==> config.mk <==
export PLATFORM = sky130hd
export DESIGN_NAME = cde_ctrl
export DESIGN_NICKNAME = d
export VERILOG_FILES = /design/src/rtl/cde_pkg.sv /design/src/rtl/cde_ctrl.sv
export SDC_FILE = /design/constraint.sdc
export NUM_CORES = 1
export LEC_CHECK = 0
export BUFFER_PORTS_ARGS = -buffer_cell sky130_fd_sc_hd__buf_4
export CAP_MARGIN = 30
export CORE_AREA = 2 2 39 41
export CTS_CLUSTER_DIAMETER = 200
export DETAILED_ROUTE_END_ITERATION = 7
export DIE_AREA = 0 0 41 43
export PLACE_DENSITY = 0.49
export SLEW_MARGIN = 40
export SYNTH_ARGS = -nofsm -noshare
export SYNTH_HDL_FRONTEND = slang
export SYNTH_SLANG_ARGS = --single-unit
==> constraint.sdc <==
create_clock -name aclk -period 1.6 [get_ports aclk]
set_input_delay 0.24 -clock aclk [delete_from_list [all_inputs] [get_ports aclk]]
set_output_delay 0.24 -clock aclk [all_outputs]
set_load 0.03 [all_outputs]
==> src/rtl/cde_pkg.sv <==
// types, constants and slot arithmetic shared by the deque engine
package cde_pkg;

    localparam int unsigned CNT_W          = 9;
    localparam int unsigned OP_W           = 3;
    localparam int unsigned IO_DATA_W      = 32;
    localparam int unsigned DEPTH_DEF      = 256;
    localparam int unsigned ELEM_WIDTH_DEF = 32;
    localparam logic [CNT_W-1:0] CAP_RESET = 9'd256;

    localparam logic [OP_W-1:0] OP_PUSH_FRONT = 3'd0;
    localparam logic [OP_W-1:0] OP_PUSH_BACK  = 3'd1;
    localparam logic [OP_W-1:0] OP_POP_FRONT  = 3'd2;
    localparam logic [OP_W-1:0] OP_POP_BACK   = 3'd3;
    localparam logic [OP_W-1:0] OP_READ       = 3'd4;
    localparam logic [OP_W-1:0] OP_INSERT     = 3'd5;
    localparam logic [OP_W-1:0] OP_CLEAR      = 3'd6;

    typedef struct packed {
        logic [OP_W-1:0]      operation;
        logic [CNT_W-1:0]     position;
        logic [IO_DATA_W-1:0] data_in;
        logic                 force_req;
    } in_item_t;

    typedef struct packed {
        logic                 ok;
        logic [IO_DATA_W-1:0] data_out;
        logic [CNT_W-1:0]     fill_count;
    } out_item_t;

    typedef struct packed {
        logic accept;
        logic walk;
        logic commit;
        logic load_out;
    } cmd_t;

    typedef struct packed {
        logic walk_req;
        logic walk_busy;
    } status_t;

    // effective capacity: zero acts as one, anything above the store depth as the depth
    function automatic logic [CNT_W-1:0] cap_clamp(logic [CNT_W-1:0] v, int unsigned depth);
        logic [CNT_W-1:0] r;
        r = v;
        if (v == '0) begin
            r = CNT_W'(1);
        end else if (int'(v) > int'(depth)) begin
            r = CNT_W'(depth);
        end
        return r;
    endfunction

    // (base + idx) mod cap, base below cap and idx at most cap
    function automatic logic [CNT_W-1:0] slot_add(logic [CNT_W-1:0] base,
                                                  logic [CNT_W-1:0] idx,
                                                  logic [CNT_W-1:0] cap);
        logic [CNT_W:0] sum;
        sum = {1'b0, base} + {1'b0, idx};
        if (sum >= {1'b0, cap}) begin
            sum = sum - {1'b0, cap};
        end
        return sum[CNT_W-1:0];
    endfunction

    function automatic logic [CNT_W-1:0] slot_inc(logic [CNT_W-1:0] base,
                                                  logic [CNT_W-1:0] cap);
        logic [CNT_W-1:0] r;
        r = base + CNT_W'(1);
        if (r == cap) begin
            r = '0;
        end
        return r;
    endfunction

    function automatic logic [CNT_W-1:0] slot_dec(logic [CNT_W-1:0] base,
                                                  logic [CNT_W-1:0] cap);
        logic [CNT_W-1:0] r;
        if (base == '0) begin
            r = cap - CNT_W'(1);
        end else begin
            r = base - CNT_W'(1);
        end
        return r;
    endfunction

endpackage

==> src/rtl/cde_ctrl.sv <==
// sequencing state machine of the deque engine
module cde_ctrl (
    input  logic              aclk,
    input  logic              aresetn,
    input  logic              s_valid,
    output logic              s_ready,
    output logic              m_valid,
    input  logic              m_ready,
    input  cde_pkg::status_t  status,
    output cde_pkg::cmd_t     cmd
);

    typedef enum logic [3:0] {
        ST_IDLE   = 4'b0001,
        ST_WALK   = 4'b0010,
        ST_COMMIT = 4'b0100,
        ST_RESP   = 4'b1000
    } state_t;

    state_t state_reg, state_next;
    logic   m_valid_reg, m_valid_next;
    logic   out_free;

    assign out_free = !m_valid_reg || m_ready;
    assign m_valid  = m_valid_reg;
    assign s_ready  = (state_reg == ST_IDLE);

    always_comb begin
        state_next   = state_reg;
        cmd          = '0;
        case (state_reg)
            ST_IDLE: begin
                if (s_valid) begin
                    cmd.accept = 1'b1;
                    state_next = status.walk_req ? ST_WALK : ST_RESP;
                end
            end
            ST_WALK: begin
                cmd.walk = 1'b1;
                if (!status.walk_busy) begin
                    state_next = ST_COMMIT;
                end
            end
            ST_COMMIT: begin
                cmd.commit = 1'b1;
                state_next = ST_RESP;
            end
            ST_RESP: begin
                if (out_free) begin
                    cmd.load_out = 1'b1;
                    state_next   = ST_IDLE;
                end
            end
            default: begin
                state_next = ST_IDLE;
            end
        endcase
    end

    always_comb begin
        m_valid_next = m_valid_reg;
        if (cmd.load_out) begin
            m_valid_next = 1'b1;
        end else if (m_ready) begin
            m_valid_next = 1'b0;
        end
    end

    always_ff @(posedge aclk) begin
        if (!aresetn) begin
            state_reg   <= ST_IDLE;
            m_valid_reg <= 1'b0;
        end else begin
            state_reg   <= state_next;
            m_valid_reg <= m_valid_next;
        end
    end

endmodule

==> impl_results.md, run 1 <==
* Max IR drop VDD at about 340 uV
* First-pass GRT wire length at 1200 um
* Start-to-end type of the worst setup path: reg -> out
* Fin cells at 65
* Number of warnings issued by yosys at 0
* Slack of the critical path at -0.0121 ns
* Peak Freq at 0.620 GHz
* Cells after synthesis at 28
* Routed via count at 294
* Top Ports at 12
* Cell area after synthesis at between 300 and 400 um2
* Outcome: complete, but fails checks
* Measured slew at the worst slew-check pin at roughly 0.3 ns
* Share of synthesized flip-flops with an asynchronous set or reset at 0%
* Total routed wirelength at around 700 um
* CTS clock-pin slew for the worst setup and hold paths at around 0.05 ns
* WL per Instance at between 10 and 15 um
* Fillers at around 140
* Cell Pwr Density at between 800 and 900 mW/mm2
* Nets@finish at 56
* Type of element launching the critical path: flip-flop
* Cell with the most instances after synthesis: dfxtp_1
* Overall track demand over capacity in global routing at about a tenth
* Proportion of power drawn by combinational gates at between 30% and 40%
* Synthesis-to-finish area growth at 67.5%
* CP max-delay cell: or4b_4
* Leakage Power at 0.220 nW
* Number of buffers added by the clock tree synthesis step at 3
* Number of violations reported at the end of detailed-routing iteration 0 at 2
* Count of pins over their slew limit at 0
* Proportion of layout cells with a drive suffix above 1 at 63.3%
* Drc violations at 0
* Max cap viols at 0
* Switching power as a share of total power at 28.5%
* Number of flip-flops in the largest register at 4
* Critical Path AT at roughly 1.4 ns
* Hold violation total from the final report at 0
* Slew headroom at between 70 and 80%
* Vertical die dimension at 43 um
* Main synth FF type: dfxtp_1
* Relative contribution of the clock network to total power at between 30% and 40%
* Iteration count of the initial detailed-routing pass at 2
* Largest fanout of any net on the critical path at 2
* Fraction of synthesized cell area taken by the top area cell type at 33.3%
* Initial antenna violation count at 0
* Starting utilization of the core area at a little over a fifth
* Number of placed instances with taps included at 58
* Number of flops mapped to enable cells by yosys at 0
* Required time of the worst setup path at about 1.4 ns
* Sum of overflow across all layers after global routing at 0
* ANT nets after route at 0
* Element type at the critical path end: output pin
* Total of endpoints with negative setup slack in the final report at 1
* Cell type with the largest total area after synthesis: dfxtp_1
* Number of diodes added for antenna fixing at 0
* Sink Count at 5
* Unrepaired setup endpoints after global routing: true
* Area enclosed by the die boundary at around 0.0018 mm2
* Final period demand of the worst path at 1.61 ns
* Area inside the core boundary at approximately 0.0014 mm2
* Die extent in x at 41 um
* Vias in the first global route at just over 300
* Fraction of the cycle the final worst path needs at 101%
* Final total power at roughly 0.0004 W
* Worst setup slack before clock tree synthesis at between 0.2 and 0.25 ns
* Class of the tightest hold or removal check: in -> reg
* Clk Latency, worst-skew pair at 0.24 ns
* Final Wtd Congestion at 0.704
* Synthesized area per cell at about 11 um2
* Largest net degree at the start of global routing at 8
* Failing checks: setup timing
* H-tree depth at 1
* Largest cells by area after synthesis: dfxtp_1 (33%), nor4b_2 (10%), or4b_4 (4.6%)
* CP peak stage delay at between 0.5 and 0.6 ns
* Cell type group with the largest total delay on the critical path: simple AND/OR/NAND/NOR gates
* Worst clock skew at roughly 0.0070 ns
* Synth cell count leaders: dfxtp_1 (5), inv_1 (2), nand2b_1 (2), nor4b_2 (2)
* Root Driver: clkbuf_4
* Cell internal pwr at 0.000290 W
* Buffers plus inverters on the worst setup path at 1
* IO buf count at 11
* Number of library cell types mapped by synthesis at 21
* Sequential Power Share at between 30 and 40%
* Sequential cell area fraction in the yosys report at 33.3%
* Synthesized net count at 34
* Cells along the critical path: or4b_4, nor2b_1, buf_4
* Number of buffers on the longest clock path at 2
* CTS tree: built
* DR vias/cell at 4.52
* Synth Register Bits at 5
* Sw Pwr at between 0.0001 and 0.00015 W
* Worst hold-check slack at approximately 0.21 ns
* Placement row count at 14
## timing repair
| action | in CTS | in global routing |
|---|---|---|
| setup endpoints to repair | 2 | 3 |
| hold endpoints to repair | 0 | 0 |
| buffers inserted | 2 | 1 |
| hold buffers | 0 | 0 |
| pin swaps | 2 | 2 |
| resized for setup | 0 | 5 |
## layout make-up
cell class                 instances  area, um2  share of cell area, %
clock inverter                     1       5.00                  0.995
inverter                           2       7.51                   1.49
multi-input combinational         20        203                   40.3
clock buffer                       3       22.5                   4.48
timing repair buffer              18        143                   28.4
tap                               16       20.0                   3.98
sequential                         5        103                   20.4
## cell families (layout without fill, tap and decap cells)
logic type | count (synthesis) | after routing | synth area share [%]
compound gates | 7 | 7 | 18.3
flops | 5 | 5 | 33.3
buf+inv | 3 | 24 | 5.00
xor+xnor | 1 | 1 | 2.92
simple gates | 12 | 12 | 40.4
## worst paths after layout
path,slack [ns],depth (start not counted),from,end
setup / recovery,-0.01,3,state_reg[1],cmd[0]
hold / removal,0.21,2,aresetn,state_reg[0]
setup reg to reg,0.23,4,state_reg[1],state_reg[0]
hold reg to reg,0.58,2,m_valid,m_valid
## per-stage QoR
stage               area, um2  setup TNS (ns)  utilization [%]
finish                    503         -0.0121             36.3
detailed placement        440               0             31.8
global route              503         -0.0727             36.3
floorplan                 315               0                -
global placement          440               0             31.8
CTS                       483         -0.0271             34.9
## placed cells by master (no fill, tap or decap)
| cell type | n |
|---|---|
| a211oi_1 | 1 |
| a21boi_1 | 1 |
| a32oi_1 | 1 |
| and2_4 | 1 |
| and3b_1 | 1 |
| buf_4 | 16 |
| buf_6 | 2 |
| clkbuf_4 | 3 |
| clkinv_2 | 1 |
| dfxtp_1 | 3 |
| dfxtp_2 | 2 |
| inv_1 | 2 |
| nand2b_1 | 2 |
| nand4bb_1 | 1 |
| nor2_4 | 1 |
| nor2b_1 | 1 |
| nor3b_2 | 1 |
| nor4b_2 | 2 |
| nor4b_4 | 1 |
| o211a_1 | 1 |
| o21a_1 | 1 |
| o21ai_0 | 1 |
| o221ai_1 | 1 |
| or4b_4 | 1 |
| xor2_1 | 1 |
## metal layers
metal	global-route usage [%]	routed length [um]	share of wire [%]	vias up
met5	0	0	0	-
met4	6.00	0	0	0
met3	4.71	15	2.1	0
met2	17.2	433	61	3
met1	9.97	257	36	142
li1	-	-	-	149
## power groups by stage
stage                     Combinational [W]  Clock, W  Sequential [W]
after global placement             0.000113         0        0.000138
final                              0.000127  0.000142        0.000136
after floorplan                   0.0000602         0        0.000148
after detailed placement           0.000114         0        0.000138
after global routing               0.000135  0.000163        0.000136
after CTS                          0.000122  0.000152        0.000135
(Power assumes the default switching activity.)
==> run 2, diff against run 1 <==
==> constraint.sdc (replaced) <==
create_clock -name aclk -period 1.7 [get_ports aclk]
set_input_delay 0.255 -clock aclk [delete_from_list [all_inputs] [get_ports aclk]]
set_output_delay 0.255 -clock aclk [all_outputs]
set_load 0.03 [all_outputs]
==> impl_results.md, run 2 (synthesized netlist as in run 1, its figures left out) <==
* Outcome: completed
* Largest fanout of any net on the critical path at 7 (+5)
* Max IR drop VDD at 303 uV (-10%)
* Vias in the first global route at 252 (-17%)
* Cell Pwr Density at 789 mW/mm2 (-1.9%)
* Overall track demand over capacity in global routing at 8.36% (-2.1 points)
* Hold violation total from the final report at 0 (unchanged)
* Routed via count at 273 (-7.1%)
* Fillers at 142 (unchanged)
* Leakage Power at 0.200 nW (-9.1%)
* Area enclosed by the die boundary at 0.00176 mm2 (unchanged)
* Final period demand of the worst path at ~1.7 ns
* Final total power at 0.000371 W (-8.3%)
* Vertical die dimension at 43 um (unchanged)
* Worst clock skew at 0.00320 ns (-0.00384 ns)
* Measured slew at the worst slew-check pin at 0.349 ns (+0.0435 ns)
* Register area at 101 um2 (-1.2%)
* Start-to-end type of the worst setup path: reg -> out
* Post-CTS Hold Buffers at 0 (unchanged)
* Slew headroom at 76.7% (-2.9 points)
* CTS clock-pin slew for the worst setup and hold paths at 0.04 ns (about the same)
* Number of violations reported at the end of detailed-routing iteration 0 at 2 (unchanged)
* Fraction of the cycle the final worst path needs at 97.2%
* Leading cell type in the layout, fill and taps excluded: buf_4
* WL per Instance at 10.2 um (-5.9%)
* Final std cell area, no fill at 470 um2 (-6.5%)
* Type of element launching the critical path: flip-flop
* Top Ports at 12 (unchanged)
* IO buf count at 11 (unchanged)
* First-pass GRT wire length at 1000 um (-17%)
* Class of the tightest hold or removal check: in -> reg
* Number of buffers added by the clock tree synthesis step at 3 (unchanged)
* Area inside the core boundary at 0.00138 mm2 (unchanged)
* Fin cells at 62 (-4.6%)
* Number of diodes added for antenna fixing at 0 (unchanged)
* Root Driver: clkbuf_4
* Element type at the critical path end: output pin
* Largest net degree at the start of global routing at 8 (unchanged)
* Critical Path AT at 1.40 ns (+0.03 ns)
* Area of the multi-input gates at 203 um2 (unchanged)
* Synthesis-to-finish area growth at 56.7%
* Sum of overflow across all layers after global routing at 0 (unchanged)
* Max cap viols at 0 (unchanged)
* Dpl cell area at 433 um2 (-1.7%)
* Unrepaired setup endpoints after global routing: true
* Sink Count at 5 (unchanged)
* Total routed wirelength at 634 um (-10%)
* Worst hold-check slack at 0.249 ns (+0.0355 ns)
* Final Wtd Congestion at 0.661 (-6.2%)
* DR vias/cell at 4.40 (-2.6%)
* Placement row count at 14 (unchanged)
* Nets@finish at 53 (-5.4%)
* Required time of the worst setup path at 1.44 ns (+0.08 ns)
* Clk Latency, worst-skew pair at 0.24 ns (about the same)
* Count of pins over their slew limit at 0 (unchanged)
* CTS tree: built
* Die extent in x at 41 um (unchanged)
* Proportion of layout cells with a drive suffix above 1 at 56.5% (-6.7 points)
* Peak Freq at approximately 0.61 GHz
* Number of flip-flops in the largest register at 4 (unchanged)
* Number of placed instances with taps included at 57 (-1.7%)
* Initial antenna violation count at 0 (unchanged)
* Total of endpoints with negative setup slack in the final report at 0 (-1)
* Starting utilization of the core area at 21.7% (unchanged)
* Commonest cells after routing, fill and taps aside: buf_4 (15), dfxtp_1 (4), clkbuf_4 (3)
* H-tree depth at 1 (unchanged)
* ANT nets after route at 0 (unchanged)
* Iteration count of the initial detailed-routing pass at 2 (unchanged)
* Drc violations at 0 (unchanged)
* Number of buffers on the longest clock path at 2 (unchanged)
run 2: cell count changes in the layout (fill, tap and decap cells not counted), sizes merged:
cell	before	now
buf	18	15
clkbuf	3	4
clkinv	1	0
run 2: repair_timing:
| action | CTS | global route |
|---|---|---|
| pin swaps | 0 | 1 |
| cloned | 0 | 0 |
| resized for setup | 1 | 1 |
| setup buffers | 0 | 1 |
| endpoints found under the setup margin | 1 | 2 |
run 2: final timing paths:
| check | startpoint | cells past startpoint | to | slack (ns) |
|---|---|---|---|---|
| min | aresetn | 2 | state_reg[0] | 0.25 |
| max reg2reg | state_reg[2] | 5 | state_reg[1] | 0.42 |
| max | state_reg[1] | 3 | cmd[0] | 0.05 |
| min reg2reg | m_valid | 2 | m_valid | 0.57 |
run 2: final cells by class:
cell class | count | area share, %
multi-input combinational | 20 | 43.1
timing repair buffer | 15 | 23.9
sequential | 5 | 21.5
clock buffer | 4 | 5.59
tap | 16 | 4.26
inverter | 2 | 1.60
run 2: per-stage QoR:
stage / setup slack (ns) / TNS, ns / util, %
4_1_cts: 0.0264 / 0 / 33.3
2_1_floorplan: 0.105 / 0 / -
3_3_place_gp: 0.258 / 0 / 31.3
3_5_place_dp: 0.233 / 0 / 31.3
5_1_grt: -0.00732 / -0.00732 / 34.0
6_report: 0.0478 / 0 / 34.0
run 2: layer usage:
layer	GRT usage (%)	up-vias	wire length (um)
li1	-	141	-
met1	10.1	127	256
met2	12.5	5	345
met3	3.14	0	32
met4	4.00	0	0
met5	0	-	0
run 2: where the power goes:
| part | leakage [nW] | internal (W) | switching, W |
|---|---|---|---|
| Sequential | 0.0412 | 0.000125 | 0.00000560 |
| Combinational | 0.144 | 0.0000565 | 0.0000517 |
| Clock | 0.0150 | 0.0000884 | 0.0000443 |
| Total | 0.200 | 0.000270 | 0.000102 |
run 2: critical path, stage by stage, from the launching register on:
cell	delay (ns)
dfxtp_2	0.36
or4b_4	0.53
nor2b_2	0.12
buf_4	0.16
